$ cat src/design/deq_pkg.sv
// Shared constants, types and ring-index helper for the double-ended queue.
`default_nettype none

package deq_pkg;

    // Geometry
    localparam int DEPTH  = 64;
    localparam int DATA_W = 32;
    localparam int IDX_W  = (DEPTH > 1) ? $clog2(DEPTH) : 1;
    localparam int CNT_W  = $clog2(DEPTH + 1);

    // Request codes
    localparam logic [2:0] REQ_PUSH_BACK  = 3'd0;
    localparam logic [2:0] REQ_PUSH_FRONT = 3'd1;
    localparam logic [2:0] REQ_POP_BACK   = 3'd2;
    localparam logic [2:0] REQ_POP_FRONT  = 3'd3;
    localparam logic [2:0] REQ_DUMP_FWD   = 3'd4;
    localparam logic [2:0] REQ_DUMP_REV   = 3'd5;

    // Result status codes
    localparam logic [1:0] STAT_OK    = 2'd0;
    localparam logic [1:0] STAT_EMPTY = 2'd1;
    localparam logic [1:0] STAT_FULL  = 2'd2;

    // Datapath operations issued by the controller
    typedef enum logic [2:0] {
        OP_NONE,
        OP_PUSH_BACK,
        OP_PUSH_FRONT,
        OP_POP_BACK,
        OP_POP_FRONT,
        OP_ERROR,
        OP_DUMP_READ
    } cmd_op_t;

    // Controller to datapath
    typedef struct packed {
        cmd_op_t          op;
        logic [1:0]       err_status;
        logic             reverse;
        logic [IDX_W-1:0] walk;
        logic             last;
    } dp_cmd_t;

    // Datapath to controller
    typedef struct packed {
        logic [CNT_W-1:0] count;
        logic             empty;
        logic             full;
    } dp_stat_t;

    // (base + off) mod DEPTH, with base < DEPTH and off <= DEPTH
    function automatic logic [IDX_W-1:0] ring_add(input logic [IDX_W-1:0] base,
                                                  input logic [CNT_W-1:0] off);
        logic [CNT_W:0] sum;
        sum = (CNT_W + 1)'(base) + (CNT_W + 1)'(off);
        if (sum >= (CNT_W + 1)'(DEPTH))
            sum = sum - (CNT_W + 1)'(DEPTH);
        return IDX_W'(sum);
    endfunction

endpackage

`default_nettype wire

$ cat src/design/deq_datapath.sv
// Datapath: ring store, head and count registers, read stage and result registers.
`default_nettype none

module deq_datapath (
    input  wire logic                            clk,
    input  wire logic                            rst_n,
    input  wire deq_pkg::dp_cmd_t                cmd,
    input  wire logic signed [deq_pkg::DATA_W-1:0] push_value,
    output deq_pkg::dp_stat_t                    stat,
    output logic                                 result_valid,
    output logic signed [deq_pkg::DATA_W-1:0]    out_value,
    output logic [1:0]                           status,
    output logic                                 queue_empty,
    output logic                                 last_of_run
);
    import deq_pkg::*;

    logic [DATA_W-1:0] mem [DEPTH];

    logic [IDX_W-1:0]  head_reg, head_next;
    logic [CNT_W-1:0]  count_reg, count_next;
    logic [DATA_W-1:0] rd_data_reg;
    logic              rd_vld_reg;
    logic              rd_last_reg;
    logic              strobe_reg;
    logic [DATA_W-1:0] res_value_reg;
    logic [1:0]        res_status_reg;
    logic              res_empty_reg;
    logic              res_last_reg;

    logic              wr_en;
    logic [IDX_W-1:0]  wr_addr;
    logic              rd_en;
    logic [IDX_W-1:0]  rd_addr;
    logic              imm_vld;
    logic [1:0]        imm_status;
    logic [CNT_W-1:0]  dump_off;

    // Status to the controller
    assign stat.count = count_reg;
    assign stat.empty = (count_reg == '0);
    assign stat.full  = (count_reg == CNT_W'(DEPTH));

    // Ring offset of the entry a dump step reads
    assign dump_off = cmd.reverse ? CNT_W'(count_reg - CNT_W'(1) - CNT_W'(cmd.walk))
                                  : CNT_W'(cmd.walk);

    // Command decode
    always_comb
    begin
        head_next  = head_reg;
        count_next = count_reg;
        wr_en      = 1'b0;
        wr_addr    = head_reg;
        rd_en      = 1'b0;
        rd_addr    = head_reg;
        imm_vld    = 1'b0;
        imm_status = STAT_OK;
        case (cmd.op)
            OP_PUSH_BACK:
            begin
                wr_en      = 1'b1;
                wr_addr    = ring_add(head_reg, count_reg);
                count_next = count_reg + CNT_W'(1);
                imm_vld    = 1'b1;
            end
            OP_PUSH_FRONT:
            begin
                wr_en      = 1'b1;
                wr_addr    = ring_add(head_reg, CNT_W'(DEPTH - 1));
                head_next  = wr_addr;
                count_next = count_reg + CNT_W'(1);
                imm_vld    = 1'b1;
            end
            OP_POP_BACK:
            begin
                rd_en      = 1'b1;
                rd_addr    = ring_add(head_reg, count_reg - CNT_W'(1));
                count_next = count_reg - CNT_W'(1);
            end
            OP_POP_FRONT:
            begin
                rd_en      = 1'b1;
                rd_addr    = head_reg;
                head_next  = ring_add(head_reg, CNT_W'(1));
                count_next = count_reg - CNT_W'(1);
            end
            OP_ERROR:
            begin
                imm_vld    = 1'b1;
                imm_status = cmd.err_status;
            end
            OP_DUMP_READ:
            begin
                rd_en   = 1'b1;
                rd_addr = ring_add(head_reg, dump_off);
            end
            default:
            begin
            end
        endcase
    end

    // Ring store, registered read
    always_ff @(posedge clk)
    begin
        if (wr_en)
            mem[wr_addr] <= DATA_W'(push_value);
        if (rd_en)
            rd_data_reg <= mem[rd_addr];
    end

    // Control registers
    always_ff @(posedge clk or negedge rst_n)
    begin
        if (!rst_n)
        begin
            head_reg    <= '0;
            count_reg   <= '0;
            rd_vld_reg  <= 1'b0;
            rd_last_reg <= 1'b0;
            strobe_reg  <= 1'b0;
        end
        else
        begin
            head_reg    <= head_next;
            count_reg   <= count_next;
            rd_vld_reg  <= rd_en;
            rd_last_reg <= rd_en &
                           ((cmd.op != OP_DUMP_READ) | cmd.last);
            strobe_reg  <= imm_vld | rd_vld_reg;
        end
    end

    // Result registers
    always_ff @(posedge clk)
    begin
        if (rd_vld_reg)
        begin
            res_value_reg  <= rd_data_reg;
            res_status_reg <= STAT_OK;
            res_empty_reg  <= (count_reg == '0);
            res_last_reg   <= rd_last_reg;
        end
        else if (imm_vld)
        begin
            res_value_reg  <= '0;
            res_status_reg <= imm_status;
            res_empty_reg  <= (count_next == '0);
            res_last_reg   <= 1'b1;
        end
    end

    assign result_valid = strobe_reg;
    assign out_value    = res_value_reg;
    assign status       = res_status_reg;
    assign queue_empty  = res_empty_reg;
    assign last_of_run  = res_last_reg;

    // Checks
    a_count_bound: assert property (@(posedge clk) disable iff (!rst_n)
        count_reg <= CNT_W'(DEPTH))
        else $error("entry count beyond depth");

    a_no_collision: assert property (@(posedge clk) disable iff (!rst_n)
        !(imm_vld && rd_vld_reg))
        else $error("immediate result collides with read result");

    a_read_to_strobe: assert property (@(posedge clk) disable iff (!rst_n)
        rd_vld_reg |=> strobe_reg)
        else $error("read data not presented as a result");

endmodule

`default_nettype wire

$ cat src/design/deq_ctrl.sv
// Controller: request decode and dump walk sequencing.
`default_nettype none

module deq_ctrl (
    input  wire logic              clk,
    input  wire logic              rst_n,
    input  wire logic              start,
    input  wire logic [2:0]        req_type,
    input  wire deq_pkg::dp_stat_t stat,
    output logic                   busy,
    output deq_pkg::dp_cmd_t       cmd
);
    import deq_pkg::*;

    localparam logic [1:0] ST_IDLE = 2'd0;
    localparam logic [1:0] ST_DUMP = 2'd1;
    localparam logic [1:0] ST_WAIT = 2'd2;

    logic [1:0]       state_reg, state_next;
    logic [IDX_W-1:0] walk_reg, walk_next;
    logic             rev_reg, rev_next;
    logic             walk_last;

    assign busy = (state_reg != ST_IDLE);

    // Last dump step when the walk reaches count - 1
    assign walk_last = ((CNT_W'(walk_reg) + CNT_W'(1)) == stat.count);

    // Next state and command
    always_comb
    begin
        state_next     = state_reg;
        walk_next      = walk_reg;
        rev_next       = rev_reg;
        cmd.op         = OP_NONE;
        cmd.err_status = STAT_OK;
        cmd.reverse    = rev_reg;
        cmd.walk       = walk_reg;
        cmd.last       = 1'b0;
        case (state_reg)
            ST_IDLE:
            begin
                if (start)
                begin
                    case (req_type)
                        REQ_PUSH_BACK, REQ_PUSH_FRONT:
                        begin
                            if (stat.full)
                            begin
                                cmd.op         = OP_ERROR;
                                cmd.err_status = STAT_FULL;
                            end
                            else
                                cmd.op = (req_type == REQ_PUSH_BACK) ? OP_PUSH_BACK
                                                                     : OP_PUSH_FRONT;
                        end
                        REQ_POP_BACK, REQ_POP_FRONT:
                        begin
                            if (stat.empty)
                            begin
                                cmd.op         = OP_ERROR;
                                cmd.err_status = STAT_EMPTY;
                            end
                            else
                            begin
                                cmd.op = (req_type == REQ_POP_BACK) ? OP_POP_BACK
                                                                    : OP_POP_FRONT;
                                state_next = ST_WAIT;
                            end
                        end
                        REQ_DUMP_FWD, REQ_DUMP_REV:
                        begin
                            if (stat.empty)
                            begin
                                cmd.op         = OP_ERROR;
                                cmd.err_status = STAT_EMPTY;
                            end
                            else
                            begin
                                cmd.op      = OP_DUMP_READ;
                                cmd.reverse = (req_type == REQ_DUMP_REV);
                                cmd.walk    = '0;
                                cmd.last    = (stat.count == CNT_W'(1));
                                rev_next    = (req_type == REQ_DUMP_REV);
                                walk_next   = IDX_W'(1);
                                state_next  = cmd.last ? ST_WAIT : ST_DUMP;
                            end
                        end
                        default:
                        begin
                        end
                    endcase
                end
            end
            ST_DUMP:
            begin
                cmd.op    = OP_DUMP_READ;
                cmd.last  = walk_last;
                walk_next = walk_reg + IDX_W'(1);
                if (walk_last)
                    state_next = ST_WAIT;
            end
            ST_WAIT:
            begin
                state_next = ST_IDLE;
            end
            default:
            begin
                state_next = ST_IDLE;
            end
        endcase
    end

    always_ff @(posedge clk or negedge rst_n)
    begin
        if (!rst_n)
        begin
            state_reg <= ST_IDLE;
            walk_reg  <= '0;
            rev_reg   <= 1'b0;
        end
        else
        begin
            state_reg <= state_next;
            walk_reg  <= walk_next;
            rev_reg   <= rev_next;
        end
    end

    // Checks
    a_wait_one: assert property (@(posedge clk) disable iff (!rst_n)
        (state_reg == ST_WAIT) |=> (state_reg == ST_IDLE))
        else $error("wait state held longer than one cycle");

    a_state_legal: assert property (@(posedge clk) disable iff (!rst_n)
        (state_reg == ST_IDLE) || (state_reg == ST_DUMP) || (state_reg == ST_WAIT))
        else $error("controller in an unknown state");

    a_walk_in_range: assert property (@(posedge clk) disable iff (!rst_n)
        (state_reg == ST_DUMP) |-> (CNT_W'(walk_reg) < stat.count))
        else $error("dump walk past the last entry");

endmodule

`default_nettype wire

$ cat src/design/double_ended_queue.sv
// Top level of the double-ended queue: controller plus datapath.
//
// Bounded deque of 64 signed 32-bit entries. An item is taken when start is
// high and busy is low. Each result is shown for one cycle with result_valid
// high; the receiver cannot hold results off. Timing: the result of a push,
// or of any request that is flagged (full on push, empty on pop or dump),
// appears in the cycle after it is taken. A pop result passes through the
// registered read of the ring store and then the result registers. A dump of
// n entries does one store read per cycle and emits its n results on
// consecutive cycles, the last marked by last_of_run. Request codes six and
// seven are taken and ignored. The store needs no clearing after reset.
`default_nettype none

module double_ended_queue (
    input  wire logic                              clk,
    input  wire logic                              rst_n,
    input  wire logic                              start,
    output logic                                   busy,
    input  wire logic [2:0]                        req_type,
    input  wire logic signed [deq_pkg::DATA_W-1:0] push_value,
    output logic                                   result_valid,
    output logic signed [deq_pkg::DATA_W-1:0]      out_value,
    output logic [1:0]                             status,
    output logic                                   queue_empty,
    output logic                                   last_of_run
);
    import deq_pkg::*;

    dp_cmd_t  cmd;
    dp_stat_t dp_stat;

    deq_ctrl u_ctrl (
        .clk      (clk),
        .rst_n    (rst_n),
        .start    (start),
        .req_type (req_type),
        .stat     (dp_stat),
        .busy     (busy),
        .cmd      (cmd)
    );

    deq_datapath u_datapath (
        .clk          (clk),
        .rst_n        (rst_n),
        .cmd          (cmd),
        .push_value   (push_value),
        .stat         (dp_stat),
        .result_valid (result_valid),
        .out_value    (out_value),
        .status       (status),
        .queue_empty  (queue_empty),
        .last_of_run  (last_of_run)
    );

endmodule

`default_nettype wire

$ cat config.mk
export PLATFORM = sky130hd
export DESIGN_NAME = double_ended_queue
export DESIGN_NICKNAME = d
export VERILOG_FILES = /design/src/design/deq_pkg.sv /design/src/design/deq_datapath.sv /design/src/design/deq_ctrl.sv /design/src/design/double_ended_queue.sv
export SDC_FILE = /design/constraint.sdc
export NUM_CORES = 2
export LEC_CHECK = 0
export ABC_CLOCK_PERIOD_IN_PS = 14000
export BUFFER_PORTS_ARGS = -buffer_cell sky130_fd_sc_hd__buf_2
export CAP_MARGIN = 10
export CORE_MARGIN = 5
export CORE_UTILIZATION = 35
export CTS_CLUSTER_SIZE = 10
export DETAILED_ROUTE_END_ITERATION = 12
export SLEW_MARGIN = 20
export SYNTH_ARGS = -nofsm -noshare
export SYNTH_HDL_FRONTEND = slang
export SYNTH_SLANG_ARGS = --single-unit
$ cat constraint.sdc
create_clock -name clk -period 14 [get_ports clk]
set_input_delay 2.8 -clock clk [delete_from_list [all_inputs] [get_ports clk]]
set_output_delay 2.8 -clock clk [all_outputs]
set_load 0.01 [all_outputs]
==> insert_results.sql <==
INSERT INTO impl_metrics (metric_group, metric, value, unit) VALUES
('cells_and_area', 'final_cell_mix', 'sky130_fd_sc_hd__edfxtp_1 (2114), sky130_fd_sc_hd__nand2_1 (579), sky130_fd_sc_hd__clkbuf_16 (234), sky130_fd_sc_hd__mux4_2 (226), sky130_fd_sc_hd__nand3_1 (171)', ''),
('clocking', 'setup_bufs_post_cts', '0', ''),
('routing', 'vias_per_cell', '5.90', ''),
('power_and_ir_drop', 'power.combinational.fraction', '37.1', '%'),
('cells_and_area', 'multi_input_combinational_cell_area', '20000', 'sq um'),
('power_and_ir_drop', 'p_total', '20.6', 'mW'),
('clocking', 'cts_hold_buffers', '0', ''),
('floorplan', 'starting_density', '35.1', '%'),
('cells_and_area', 'final_common_cell', 'sky130_fd_sc_hd__edfxtp_1', ''),
('place', 'portBuffers', '75', ''),
('outcome', 'status', 'complete, no violations', ''),
('cells_and_area', 'largest_reg_flops', '2048', ''),
('worst_hold_path', 'min_from', 'u_datapath.status[1]', ''),
('sta', 'rsz0062_at_grt', 'false', ''),
('power_and_ir_drop', 'power.density', '213', 'nW/um^2'),
('routing', 'wl_per_cell', '31.3', 'microns'),
('yosys', 'post_synth.cell_area_avg', '16.9', 'sq um'),
('floorplan', 'die_area', '254000', 'sq um'),
('yosys', 'warnings_from_yosys', '0', ''),
('setup_path', 'worst_setup_path_start', 'req_type[2]', ''),
('clocking', 'cts-root-to-sink-buffers', '3', ''),
('yosys', 'netlist-cell-type-count', '98', ''),
('routing', 'drtAntennaViolNets', '0', ''),
('sta', 'fin_crit_sh', '67.6', '%'),
('power_and_ir_drop', 'ir_drop', '0.000281', 'V'),
('setup_path', 'critPathRequiredTime', '14.58', 'ns'),
('clocking', 'cts_sinks', '2141', ''),
('power_and_ir_drop', 'part_of_the_total_power_dissipated_in_the_clock_network', '26.1', '%'),
('global_routing', 'grt_usage', '20.3', '%'),
('place', 'hpwlAfterDp', '143000', 'microns'),
('sta', 'fmax', '106', 'MHz'),
('global_routing', 'grt_antenna_before_repair', '40', ''),
('yosys', 'synth_seq_area_share', '75.2', '%'),
('clocking', 'h-tree-depth', '4', ''),
('power_and_ir_drop', 'p_switching', '7.77', 'mW'),
('sta', 'fin_crit', '9.46', 'ns'),
('cells_and_area', 'fillerInstances', '21600', ''),
('routing', 'route.final.wire_length', '264000', 'microns'),
('global_routing', 'grt_start_max_net_pins', '136', ''),
('sta', 'report.final.setup_viol', '0', ''),
('setup_path', 'setup.reg_to_reg.worst_slack', '6.02', 'ns'),
('setup_path', 'r2r-start', 'u_datapath.count_reg[6]', ''),
('setup_path', 'cpPeakStageDelay', '0.84', 'ns'),
('routing', 'drt-pass1-iter-count', '8', ''),
('yosys', 'synth_async_sr_flop_share', '1.17', '%'),
('cells_and_area', 'layout.nets', '5246', ''),
('floorplan', 'fp-row-count', '181', ''),
('global_routing', 'grt_overflow_total', '0', ''),
('cells_and_area', 'layout-drive-gt1-share', '17.2', '%'),
('power_and_ir_drop', 'power.leakage', '30.5', 'nW'),
('clocking', 'post_cts_resized', '0', ''),
('setup_path', 'worst_setup_path_end_kind', 'register', ''),
('sta', 'final-hold-violation-count', '0', ''),
('setup_path', 'critical_path_arrival', '10.04', 'ns'),
('yosys', 'synth-main-ff-cell', 'sky130_fd_sc_hd__edfxtp_1', ''),
('sta', 'finalSetupTns', '0', 'ns'),
('yosys', 'synth_edf_count', '2114', ''),
('yosys', 'yosys_register_bits', '2141', ''),
('setup_path', 'cp_cell_sequence', 'buf_2 > or4b_1 > and3_4 > a311oi_2 > nand3_2 > a211oi_1 > a21oi_1 > ha_1 > fa_1 > xnor2_1 > a21oi_4 > buf_12 > buf_4 > mux4_2 > a22oi_1 > nand3_1 > a221oi_1 > o221ai_1', ''),
('sta', 'slew_viol_final', '0', ''),
('power_and_ir_drop', 'p_seq_share', '36.7', '%'),
('clocking', 'root_buffer', 'sky130_fd_sc_hd__clkbuf_16', ''),
('setup_path', 'r2r_worst_path_depth', '17', ''),
('floorplan', 'io-pin-count', '76', ''),
('sta', 'max_slew_margin', '24.9', '%'),
('yosys', 'postSynthCellCount', '5041', ''),
('clocking', 'clkTransAtPathRegs', '0.06', 'ns'),
('setup_path', 'highest_fanout_seen_on_the_critical_path', '81', ''),
('clocking', 'clock_latency', '0.90', 'ns'),
('run', 'drv_cap', '0', ''),
('global_routing', 'grt_first_pass_wirelength', '367000', 'microns');
## synthesized netlist by cell type, drive strengths merged (25+ instances only)
library cell,instances,share of area (%)
a31oi,83,0.62
dfrtp,25,0.73
nand3,173,1.0
o221ai,48,0.50
and3,104,0.77
o21ai,133,0.79
a311o,28,0.33
mux4,226,6.0
clkbuf,142,0.63
nor3,58,0.36
a211oi,95,0.84
a221oi,36,0.39
nor4,41,0.30
nor2,138,0.63
nand2,582,2.6
buf,194,1.4
a22oi,65,0.57
mux2i,121,1.4
a21oi,165,0.99
and2,34,0.25
nand4,33,0.24
edfxtp,2114,74
mux2,54,0.71
## layer usage
metal | up-vias | GRT usage (%) | wire length [microns]
li1 | 20400 | - | -
met1 | 26000 | 28.3 | 103000
met2 | 2976 | 31.8 | 122000
met3 | 433 | 4.64 | 30400
met4 | 18 | 6.53 | 8240
met5 | - | 0 | 103
## power groups by stage
stage	registers, mW	logic [mW]	clock network (mW)
floorplan	7.52	4.75	0
global placement	7.67	7.50	0
detailed placement	7.68	7.58	0
CTS	7.55	7.61	5.44
global route	7.57	8.03	5.70
finish	7.56	7.64	5.38
## worst min path at each step
stage	endpoint	slack, ns	depth (start not counted)
after floorplan	u_datapath.last_of_run	0.48	1
after global placement	u_datapath.status[1]	0.45	2
after detailed placement	u_datapath.status[1]	0.46	2
after CTS	u_datapath.status[1]	0.48	2
after global routing	u_datapath.status[1]	0.52	2
final	u_datapath.status[1]	0.48	2
## layout make-up
class | count | area share, %
clock buffers | 256 | 6.17
multi-input cells | 2548 | 20.8
repair buffers | 243 | 1.82
well taps | 3202 | 4.16
inverters | 16 | 0.0623
flip-flops and latches | 2141 | 66.5
clock inverters | 20 | 0.440
diodes | 18 | 0.0467
## cell families (layout without fill, tap and decap cells)
| logic type | Yosys count | count (layout) | share of synthesized area (%) |
|---|---|---|---|
| muxes | 401 | 401 | 8.10 |
| AOI/OAI and AO/OA | 838 | 838 | 6.93 |
| adders and majority gates | 24 | 24 | 0.378 |
| buffers and inverters | 352 | 535 | 2.14 |
| and+or+nand+nor | 1245 | 1245 | 6.84 |
| other | 0 | 18 | 0 |
| DFF | 2141 | 2141 | 75.2 |
| xor gates and xnor gates | 40 | 40 | 0.411 |
## stage by stage
stage / setup WS (ns) / instances
after detailed placement: 3.73 / 8150
after global placement: 2.98 / 8149
after global routing: 4.27 / 8434
final: 4.54 / 8444
after CTS: 4.65 / 8426
after floorplan: 5.30 / 5041
## worst max-delay path, delay by kind of cell
family	cells	cell delay [ns]
buffers and inverters	3	1.48
AND/OR/NAND/NOR	4	1.60
AO/OA/AOI/OAI	7	2.60
multiplexers	1	0.41
adder cells (fa/ha/maj)	2	0.71
XOR/XNOR	1	0.30
(Power assumes the default switching activity.)
